==> src/rtl/min_pair_average_after_sort_core_assert.svh <==
// ----------------------------------------------------------------------------
// Minimum pair average core: assertion macros
// Shared concurrent assertion forms, clocked on the rising edge and
// disabled while the active-low reset is asserted.
// ----------------------------------------------------------------------------
`ifndef MIN_PAIR_AVERAGE_AFTER_SORT_CORE_ASSERT_SVH
`define MIN_PAIR_AVERAGE_AFTER_SORT_CORE_ASSERT_SVH

// Same-cycle implication.
`define MPA_ASSERT_IMP(label, clk, rst_n, ante, cons) \
  label: assert property (@(posedge clk) disable iff (!rst_n) (ante) |-> (cons)) \
    else $error("mpa assertion failed");

// Next-cycle implication.
`define MPA_ASSERT_NXT(label, clk, rst_n, ante, cons) \
  label: assert property (@(posedge clk) disable iff (!rst_n) (ante) |=> (cons)) \
    else $error("mpa assertion failed");

`endif

==> src/rtl/mpa_pkg.sv <==
// ----------------------------------------------------------------------------
// Minimum pair average package
// Sizes and the result record shared by the core's files.
// ----------------------------------------------------------------------------
`timescale 1ns / 1ps

package mpa_pkg;

  localparam int unsigned MaxItems = 256;
  localparam int unsigned AddrW    = $clog2(MaxItems);
  localparam int unsigned CntW     = $clog2(MaxItems + 1);
  localparam int unsigned CountW   = 31;
  localparam int unsigned SumW     = 32;

  // Result handed from the controller to the output register.
  typedef struct packed {
    logic            valid;
    logic [SumW-1:0] sum;
    logic            error;
  } res_t;

endpackage

==> src/rtl/mpa_if.sv <==
// ----------------------------------------------------------------------------
// Minimum pair average channels
// Valid/ready channels for the count requests and the result requests.
// ----------------------------------------------------------------------------
`timescale 1ns / 1ps

interface mpa_in_if;
  logic                         valid;
  logic                         ready;
  logic [mpa_pkg::CountW-1:0]   view_count;
  logic                         last_item;

  modport source (output valid, output view_count, output last_item, input ready);
  modport sink   (input valid, input view_count, input last_item, output ready);
endinterface


==> src/rtl/mpa_ctrl.sv <==
// ----------------------------------------------------------------------------
// Minimum pair average controller
// Sorted insertion into the RAM on load, then a two-port pair scan.
// ----------------------------------------------------------------------------
`timescale 1ns / 1ps
`include "min_pair_average_after_sort_core_assert.svh"

module mpa_ctrl (
  input  logic                          clk_i,
  input  logic                          rst_ni,
  mpa_in_if.sink                        in_i,
  output logic                          mem_we_o,
  output logic [mpa_pkg::AddrW-1:0]     mem_waddr_o,
  output logic [mpa_pkg::CountW-1:0]    mem_wdata_o,
  output logic [mpa_pkg::AddrW-1:0]     mem_raddr_a_o,
  output logic [mpa_pkg::AddrW-1:0]     mem_raddr_b_o,
  input  logic [mpa_pkg::CountW-1:0]    mem_rdata_a_i,
  input  logic [mpa_pkg::CountW-1:0]    mem_rdata_b_i,
  output mpa_pkg::res_t                 res_o,
  input  logic                          res_ready_i
);

  localparam int unsigned AddrW    = mpa_pkg::AddrW;
  localparam int unsigned CntW     = mpa_pkg::CntW;
  localparam int unsigned CountW   = mpa_pkg::CountW;
  localparam int unsigned SumW     = mpa_pkg::SumW;
  localparam int unsigned MaxItems = mpa_pkg::MaxItems;

  typedef enum logic [3:0] {
    StIdle   = 4'b0001,
    StShift  = 4'b0010,
    StScan   = 4'b0100,
    StResult = 4'b1000
  } state_e;

  state_e            state_q, state_d;
  logic [CntW-1:0]   cnt_q, cnt_d;
  logic              ovf_q, ovf_d;
  logic              pend_q, pend_d;
  logic [AddrW-1:0]  j_q, j_d;
  logic [CountW-1:0] key_q, key_d;
  logic              last_q, last_d;
  logic [AddrW-1:0]  lo_q, lo_d;
  logic [AddrW-1:0]  hi_q, hi_d;
  logic [SumW-1:0]   best_q, best_d;
  logic              err_q, err_d;

  logic              fin;
  logic [CntW-1:0]   fin_cnt;
  logic              fin_ovf;
  logic              fin_last;
  logic [SumW-1:0]   pair_sum;

  assign in_i.ready  = (state_q == StIdle);
  assign pair_sum    = SumW'(mem_rdata_a_i) + SumW'(mem_rdata_b_i);
  assign res_o.valid = (state_q == StResult);
  assign res_o.sum   = best_q;
  assign res_o.error = err_q;

  always_comb begin
    state_d  = state_q;
    cnt_d    = cnt_q;
    ovf_d    = ovf_q;
    pend_d   = pend_q;
    j_d      = j_q;
    key_d    = key_q;
    last_d   = last_q;
    lo_d     = lo_q;
    hi_d     = hi_q;
    best_d   = best_q;
    err_d    = err_q;
    fin      = 1'b0;
    fin_cnt  = cnt_q;
    fin_ovf  = ovf_q;
    fin_last = last_q;

    mem_we_o      = 1'b0;
    mem_waddr_o   = j_q;
    mem_wdata_o   = key_q;
    mem_raddr_a_o = lo_q;
    mem_raddr_b_o = hi_q;

    case (state_q)
      StIdle: begin
        if (in_i.valid) begin
          if (cnt_q < CntW'(MaxItems)) begin
            cnt_d = cnt_q + CntW'(1);
            if (cnt_q == '0) begin
              // First count of a set: nothing to shift past.
              mem_we_o    = 1'b1;
              mem_waddr_o = '0;
              mem_wdata_o = in_i.view_count;
              fin         = 1'b1;
              fin_cnt     = cnt_q + CntW'(1);
              fin_ovf     = ovf_q;
              fin_last    = in_i.last_item;
            end else begin
              // Fetch the current top entry and walk down from there.
              mem_raddr_a_o = AddrW'(cnt_q - CntW'(1));
              j_d           = AddrW'(cnt_q);
              key_d         = in_i.view_count;
              last_d        = in_i.last_item;
              state_d       = StShift;
            end
          end else begin
            // Store full: drop the count and flag it.
            ovf_d    = 1'b1;
            fin      = 1'b1;
            fin_cnt  = cnt_q;
            fin_ovf  = 1'b1;
            fin_last = in_i.last_item;
          end
        end
      end
      StShift: begin
        if (j_q == '0 || mem_rdata_a_i <= key_q) begin
          mem_we_o    = 1'b1;
          mem_waddr_o = j_q;
          mem_wdata_o = key_q;
          fin         = 1'b1;
        end else begin
          // Move the larger entry up one slot; prefetch the next one down.
          mem_we_o      = 1'b1;
          mem_waddr_o   = j_q;
          mem_wdata_o   = mem_rdata_a_i;
          mem_raddr_a_o = j_q - AddrW'(2);
          j_d           = j_q - AddrW'(1);
        end
      end
      StScan: begin
        if (lo_q < hi_q) begin
          lo_d   = lo_q + AddrW'(1);
          hi_d   = hi_q - AddrW'(1);
          pend_d = 1'b1;
        end else begin
          pend_d = 1'b0;
        end
        if (pend_q && pair_sum < best_q) begin
          best_d = pair_sum;
        end
        if (!(lo_q < hi_q) && !pend_q) begin
          err_d   = 1'b0;
          state_d = StResult;
        end
      end
      StResult: begin
        if (res_ready_i) begin
          state_d = StIdle;
        end
      end
      default: begin
        state_d = StIdle;
      end
    endcase

    if (fin) begin
      state_d = StIdle;
      if (fin_last) begin
        cnt_d = '0;
        ovf_d = 1'b0;
        if (fin_ovf || fin_cnt < CntW'(2)) begin
          err_d   = 1'b1;
          best_d  = '0;
          state_d = StResult;
        end else begin
          lo_d    = '0;
          hi_d    = AddrW'(fin_cnt - CntW'(1));
          best_d  = '1;
          pend_d  = 1'b0;
          state_d = StScan;
        end
      end
    end
  end

  always_ff @(posedge clk_i or negedge rst_ni) begin
    if (!rst_ni) begin
      state_q <= StIdle;
      cnt_q   <= '0;
      ovf_q   <= 1'b0;
      pend_q  <= 1'b0;
    end else begin
      state_q <= state_d;
      cnt_q   <= cnt_d;
      ovf_q   <= ovf_d;
      pend_q  <= pend_d;
    end
  end

  always_ff @(posedge clk_i) begin
    j_q    <= j_d;
    key_q  <= key_d;
    last_q <= last_d;
    lo_q   <= lo_d;
    hi_q   <= hi_d;
    best_q <= best_d;
    err_q  <= err_d;
  end

  `MPA_ASSERT_IMP(a_cnt_bound, clk_i, rst_ni, 1'b1, cnt_q <= CntW'(MaxItems))
  `MPA_ASSERT_IMP(a_shift_below_cnt, clk_i, rst_ni, state_q == StShift, CntW'(j_q) < cnt_q)
  `MPA_ASSERT_IMP(a_scan_order, clk_i, rst_ni, state_q == StScan, CntW'(lo_q) <= CntW'(hi_q) + CntW'(1))
  `MPA_ASSERT_NXT(a_best_falls, clk_i, rst_ni, state_q == StScan && pend_q, best_q <= $past(best_q))
  `MPA_ASSERT_IMP(a_err_zero, clk_i, rst_ni, state_q == StResult && err_q, best_q == '0)

endmodule

==> src/flat_wrapper.sv <==
// flat-port wrapper written by rule: the top's interface ports become plain ports
module mpa_ctrl_flat 
  (clk_i, rst_ni, mem_we_o, mem_waddr_o, mem_wdata_o, mem_raddr_a_o, mem_raddr_b_o, mem_rdata_a_i, mem_rdata_b_i, res_o, res_ready_i, in_i_valid, in_i_view_count, in_i_last_item, in_i_ready);
  mpa_in_if in_i_i ();
  input  logic clk_i;
  input  logic rst_ni;
  output logic mem_we_o;
  output logic [mpa_pkg::AddrW-1:0] mem_waddr_o;
  output logic [mpa_pkg::CountW-1:0] mem_wdata_o;
  output logic [mpa_pkg::AddrW-1:0] mem_raddr_a_o;
  output logic [mpa_pkg::AddrW-1:0] mem_raddr_b_o;
  input  logic [mpa_pkg::CountW-1:0] mem_rdata_a_i;
  input  logic [mpa_pkg::CountW-1:0] mem_rdata_b_i;
  output mpa_pkg::res_t res_o;
  input  logic res_ready_i;
  input wire logic [$bits(in_i_i.valid)-1:0] in_i_valid;
  input wire logic [$bits(in_i_i.view_count)-1:0] in_i_view_count;
  input wire logic [$bits(in_i_i.last_item)-1:0] in_i_last_item;
  output wire logic [$bits(in_i_i.ready)-1:0] in_i_ready;
  assign in_i_i.valid = in_i_valid;
  assign in_i_i.view_count = in_i_view_count;
  assign in_i_i.last_item = in_i_last_item;
  assign in_i_ready = in_i_i.ready;
  mpa_ctrl u_core (.clk_i(clk_i), .rst_ni(rst_ni), .in_i(in_i_i), .mem_we_o(mem_we_o), .mem_waddr_o(mem_waddr_o), .mem_wdata_o(mem_wdata_o), .mem_raddr_a_o(mem_raddr_a_o), .mem_raddr_b_o(mem_raddr_b_o), .mem_rdata_a_i(mem_rdata_a_i), .mem_rdata_b_i(mem_rdata_b_i), .res_o(res_o), .res_ready_i(res_ready_i));
endmodule
==> config.mk <==
export PLATFORM = sky130hd
export DESIGN_NAME = mpa_ctrl_flat
export DESIGN_NICKNAME = d
export VERILOG_FILES = /design/src/rtl/mpa_pkg.sv /design/src/rtl/mpa_if.sv /design/src/rtl/mpa_ctrl.sv /design/src/flat_wrapper.sv
export VERILOG_INCLUDE_DIRS = /design/src /design/src/rtl
export SDC_FILE = /design/constraint.sdc
export NUM_CORES = 1
export LEC_CHECK = 0
export ABC_AREA = 1
export BUFFER_PORTS_ARGS = -buffer_cell sky130_fd_sc_hd__buf_4
export CAP_MARGIN = 10
export CORE_MARGIN = 3
export CORE_UTILIZATION = 50
export DETAILED_ROUTE_END_ITERATION = 6
export PLACE_DENSITY = 0.71
export SLEW_MARGIN = 20
export SYNTH_ARGS = -nofsm -noshare
export SYNTH_HDL_FRONTEND = slang
export SYNTH_SLANG_ARGS = --single-unit
==> constraint.sdc <==
create_clock -name clk_i -period 9.7 [get_ports clk_i]
set_input_delay 0.97 -clock clk_i [delete_from_list [all_inputs] [get_ports clk_i]]
set_output_delay 0.97 -clock clk_i [all_outputs]
set_load 0.05 [all_outputs]
# Word-level counts from Yosys, hierarchy flattened
# Index checks and enable logic that the tools add are counted.
# totals
memories	0
input_bits	98
wordCells	130
out_inout_bits	91
regBits	104
romBits	0
ram_bits	0
latch_bits	0
# classes
multipliers	0
muxes	79
n_lt_le_gt_ge	5
shifts	0
addsub	8
n_eq_ne	14
bitwise_logic	1
div_mod_pow	0
n_reduce_logical	12
# op_table
cell	count
8-bit 2-to-1 mux	22
32-bit 2-to-1 mux	5
31-bit 2-to-1 mux	4
9-bit 2-to-1 mux	9
31-bit case mux with 2 select lines	1
31-bit by 31-bit adder with 32-bit output	1
32-bit less-than comparator	1
4-bit 2-to-1 mux	8
8-bit case mux with 2 select lines	2
8-bit by 1-bit subtractor with 8-bit output (second input constant)	4
31-bit <= comparator	1
1-bit 2-to-1 mux	25
4-bit case mux with 4 select lines	1
9-bit by 1-bit adder with 9-bit output (second input constant)	1
9-bit zero test	1
9-bit by 2-bit less-than comparator with 1-bit output (second input constant)	1
9-bit less-than comparator (second input constant)	1
3-bit by 1-bit != test with 1-bit output (second input constant)	3
8-bit by 1-bit adder with 8-bit output (second input constant)	1
8-bit zero test	1
8-bit less-than comparator	1
8-bit by 2-bit subtractor with 8-bit output (second input constant)	1
2-bit != test (second input constant)	3
3-bit by 2-bit != test with 1-bit output (second input constant)	2
other kinds (14)	19

# Depth between registers and ports, before layout
# logic_depth
word_depth	10
ltp_mapped	25

# Least setup slack after synthesis
# Ideal clock, no wire load.
# synth_timing
kind	in2out
from	input in_i_valid
to	output mem_raddr_a_o[2] (netlist bit)
setup_slack_ns	5.142
required_time_ns	8.730
stages	4
path_buffers	0
arrival_time_ns	3.588
path_cell_list	nand3_2 nor2_1 a22oi_1 o21ai_0
# synth_between
elab_chain_cells	2
# synth_lines
element	line_no	rtl
start: declaration	flat_wrapper.sv:16	input wire logic [$bits(in_i_i.valid)-1:0] in_i_valid;
8-bit 2-to-1 mux	mpa_ctrl.sv:85	if (in_i.valid) begin
8-bit case mux with 2 select lines	mpa_ctrl.sv:83	case (state_q)
end: declaration	flat_wrapper.sv:10	output logic [mpa_pkg::AddrW-1:0] mem_raddr_a_o;
# Every way passes these cells.

# Worst setup path in the final report
# layout_timing
from	input mem_rdata_a_i[5] (netlist bit)
to	register u_core.best_q[29]
# layout_between
elab_chain_cells	7
elab_cells_between_ends	11
# layout_lines
element	line_no	rtl
start: declaration	flat_wrapper.sv:12	input logic [mpa_pkg::CountW-1:0] mem_rdata_a_i;
31-bit by 31-bit adder with 32-bit output	mpa_ctrl.sv:55	assign pair_sum = SumW'(mem_rdata_a_i) + SumW'(mem_rdata_b_i);
32-bit less-than comparator	mpa_ctrl.sv:138	if (pend_q && pair_sum < best_q) begin
1-bit logical AND	mpa_ctrl.sv:138	
32-bit 2-to-1 mux	mpa_ctrl.sv:138	
32-bit 2-to-1 mux	mpa_ctrl.sv:83	
32-bit 2-to-1 mux	mpa_ctrl.sv:158	if (fin_last) begin
32-bit 2-to-1 mux *	mpa_ctrl.sv:156	if (fin) begin
named net u_core.best_d[29]	mpa_ctrl.sv:45	logic [SumW-1:0] best_q, best_d;
end signal: assignment	mpa_ctrl.sv:196	best_q <= best_d;
end: declaration	mpa_ctrl.sv:45	
# Mark *: on every way through the listed nets, which the timed path passes. The rest lies on a longest branch.
# A chain may end at the register's enable or synchronous reset.

==> reports/qor.txt <==
Startpoint types = input pin
Ys Warns = 0
Leakage = 0.00649 uW
Yosys top cell area share = 15.6%
First-pass GRT wire length = 51800 um
Top_reg_cell synth = dfxtp_1
Fraction of final layout cells sized beyond drive strength 1 = 14.2%
Post-Place Worst Slack = 4050 ps
Maximum level of the CTS H-tree = 3
Clk_skew = 8.77 ps
PwrDens = 322 nW/um^2
Inst Count DP = 1978
Multi-input gate area = 6340 sq um
NumNets Final = 1932
Peak supply drop = 0.000254 V
Routed via count = 10.7k
Yosys top cell by area = nand2_1
CP Class = input pin to register
CTS tree = yes
Length of the first detailed-routing pass in iterations = 6
I/O pin cnt = 189
Hold Fails Final Rpt = 0
Post-Syn Instances = 1561
Setup_tns = 0 ps
Crit end category = register
Origin of the worst setup path = mem_rdata_a_i[5]
CP max stage cell = nand2_1
Hold_buf cts = 0
Mean Syn Cell Area = 6.42 sq um
Resized Gates After CTS = 0
Seq cells post-synth = 104
Routed Antenna Nets = 0
Util after Layout = 61.0%
Final setup viols = 0
Sequential cell area = 2560 sq um
Crit-path cells = buf_4 -> ha_1 -> nand2_1 -> inv_1 -> a21oi_1 -> nand2_1 -> nand2_1 -> nand2_1 -> xor2_1 -> inv_1 -> ha_1 -> a21oi_1 -> o21ai_0 -> a21oi_1 -> nand2_1 -> nand2_1 -> nand2_1 -> nand2_1 -> nand2_1 -> nand2_1 -> nand3_1 -> nand2_1
CTS max path bufs = 2
Synth cell types = 43
Async SR Flop Fraction = 14.4%
Arr. time, crit path = 5630 ps
HP Class = input pin to asynchronous set/reset pin
Pins Over Slew Limit = 0
DIE HEIGHT = 148 um
Worst r2r src = u_core.best_q[1]
Worst path top cell family by delay = simple AND/OR/NAND/NOR gates
Starting density of the core = 51.2%
Status = completed
DRC viols = 0
Setup bufs post-CTS = 0
Clk slew on worst S/H paths = 80 ps
Post-synthesis sequential area ratio = 25.5%
Worst setup slack after layout = 4370 ps
All-layer global routing usage = 29.7%
Via/cell ratio = 5.35
Final period utilization = 55.0%
PortBufs = 188
RSZ-0062 raised after global routing = no
TritonCTS Buffers = 9
Fin cells = 1996
Area Growth Syn to Fin = 19.1%
Syn Nets = 1769
Die area = 21800 sq um
F_max = 187 MHz
Top cell by count, worst path = nand2_1
CORE AREA = 19600 sq um
R2r setup slk = 6110 ps
Die width = 148 um
Slew HR = 28.0%
Initial DRC count = 784
Pin count of the biggest net entering global routing = 65
Max stage delay on crit path = 960 ps
Remaining global-route overflow = 0
Num rows = 51
Mapped cell area = 10000 sq um
EDFF count, synth = 40
Initial antenna violation count = 2
Sink Count = 104
Max Cap Viol = 0
Root buffer cell = clkbuf_16
Min cycle time layout = 5330 ps
Vias in the first global route = 9980
Top cells by area, synth = nand2_1 16%, ha_1 14%, edfxtp_1 12%
Fillers = 1935
Overall routed net length = 33000 um
Crit path buf inv count = 3
CP Max Fanout = 33
Data required time of the critical path = 10000 ps
GPL Wtd Cong = 0.988
Least-Margin Pin Slew = 1080 ps
Clock Latency Late Sink = 360 ps
DP Wirelength = 26300 um
Routed WL per cell = 16.6 um
==> cells in the final DEF, fill, tap and decap left out, types with 9 or more instances in the layout <==
master | netlist | layout
nor3_1 | 19 | 19
nor2_1 | 131 | 130
a21oi_1 | 93 | 93
nand2_2 | 10 | 10
buf_4 | 1 | 194
nand4_1 | 18 | 18
dfxtp_1 | 49 | 49
xor2_1 | 41 | 41
ha_1 | 109 | 109
dfrtp_1 | 14 | 14
o21ai_0 | 101 | 101
clkbuf_16 | 0 | 9
nand2_1 | 416 | 416
inv_1 | 242 | 242
edfxtp_1 | 40 | 40
nand3_1 | 170 | 169
==> sequential cells by signal (all words and copies together) (netlist names) <==
name                  count
u_core.best_q            32
u_core.key_q             31
u_core.cnt_q              9
u_core.j_q                8
u_core.lo_q               8
u_core.mem_raddr_b_o      8
u_core.state_q            4
u_core.err_q              1
u_core.last_q             1
u_core.ovf_q              1
u_core.pend_q             1
==> cell families (layout without fill, tap and decap cells) <==
family                   Yosys count  in the layout  share of synthesized area [%]
flip-flops                       104            104                           25.5
buffers and inverters            293            461                           11.3
XOR/XNOR                          44             44                           3.84
AO/OA/AOI/OAI                    222            222                           11.7
other                              0              2                              0
AND/OR/NAND/NOR                  788            788                           33.8
adder cells (fa/ha/maj)          110            110                           13.8
==> layer usage <==
| layer | up-vias | part of all wire, % | GRT usage (%) |
|---|---|---|---|
| li1 | 5390 | - | - |
| met1 | 4824 | 43 | 38.5 |
| met2 | 389 | 47 | 49.9 |
| met3 | 74 | 6.5 | 4.75 |
| met4 | 0 | 3.7 | 11.2 |
| met5 | - | 0 | 0 |
==> cells in the mapped netlist (2+ instances only) <==
cell and instances:
nand2_1 416, inv_1 242, nand3_1 170, nor2_1 131, ha_1 109, o21ai_0 101
a21oi_1 93, dfxtp_1 49, xor2_1 41, edfxtp_1 40, clkbuf_1 24, nor3_1 19
nand4_1 18, dfrtp_1 14, buf_2 13, nand2_2 10, a22oi_1 7, inv_2 7
nand3b_1 7, nor2_4 6, o21bai_1 5, o21a_1 4, nor2_2 3, o211ai_1 3
xnor2_1 3, a21o_1 2, and2_1 2, buf_1 2, buf_6 2, clkinv_1 2
nand2_4 2, nand3_2 2, o21ai_1 2
==> report_power, final <==
group | internal, uW | leakage (uW) | total, uW | switching (uW)
Clock | 204 | 0.000144 | 395 | 192
Sequential | 645 | 0.000974 | 789 | 144
Combinational | 793 | 0.00537 | 2660 | 1870
Total | 1640 | 0.00649 | 3850 | 2200
==> area by class of cell <==
| class | count | area share [%] |
|---|---|---|
| Timing Repair Buffer | 194 | 12.2 |
| Inverter | 251 | 7.89 |
| Multi-Input combinational cell | 1164 | 53.1 |
| Tap cell | 265 | 2.78 |
| Clock inverter | 7 | 0.650 |
| Clock buffer | 9 | 1.89 |
| Sequential cell | 104 | 21.4 |
| Antenna cell | 2 | 0.0419 |
==> worst paths after layout <==
kind                                     end  depth (start not counted)
setup / recovery           u_core.best_q[29]                         22
hold reg to reg                 u_core.err_q                          2
hold / removal             u_core.state_q[2]                          1
setup reg to reg           u_core.best_q[29]                         17
min in group clk_i              u_core.err_q                          2
max in group asynchronous  u_core.state_q[0]                          1
==> metrics by stage <==
step | hold slack, ps | area, sq um | total power [uW]
floorplan | 440 | 10000 | 2680
global placement | 457 | 11600 | 3400
detailed placement | 463 | 11600 | 3430
CTS | 459 | 11900 | 3840
global route | 464 | 11900 | 4120
finish | 458 | 11900 | 3850
Power figures use the tool's default switching activity.
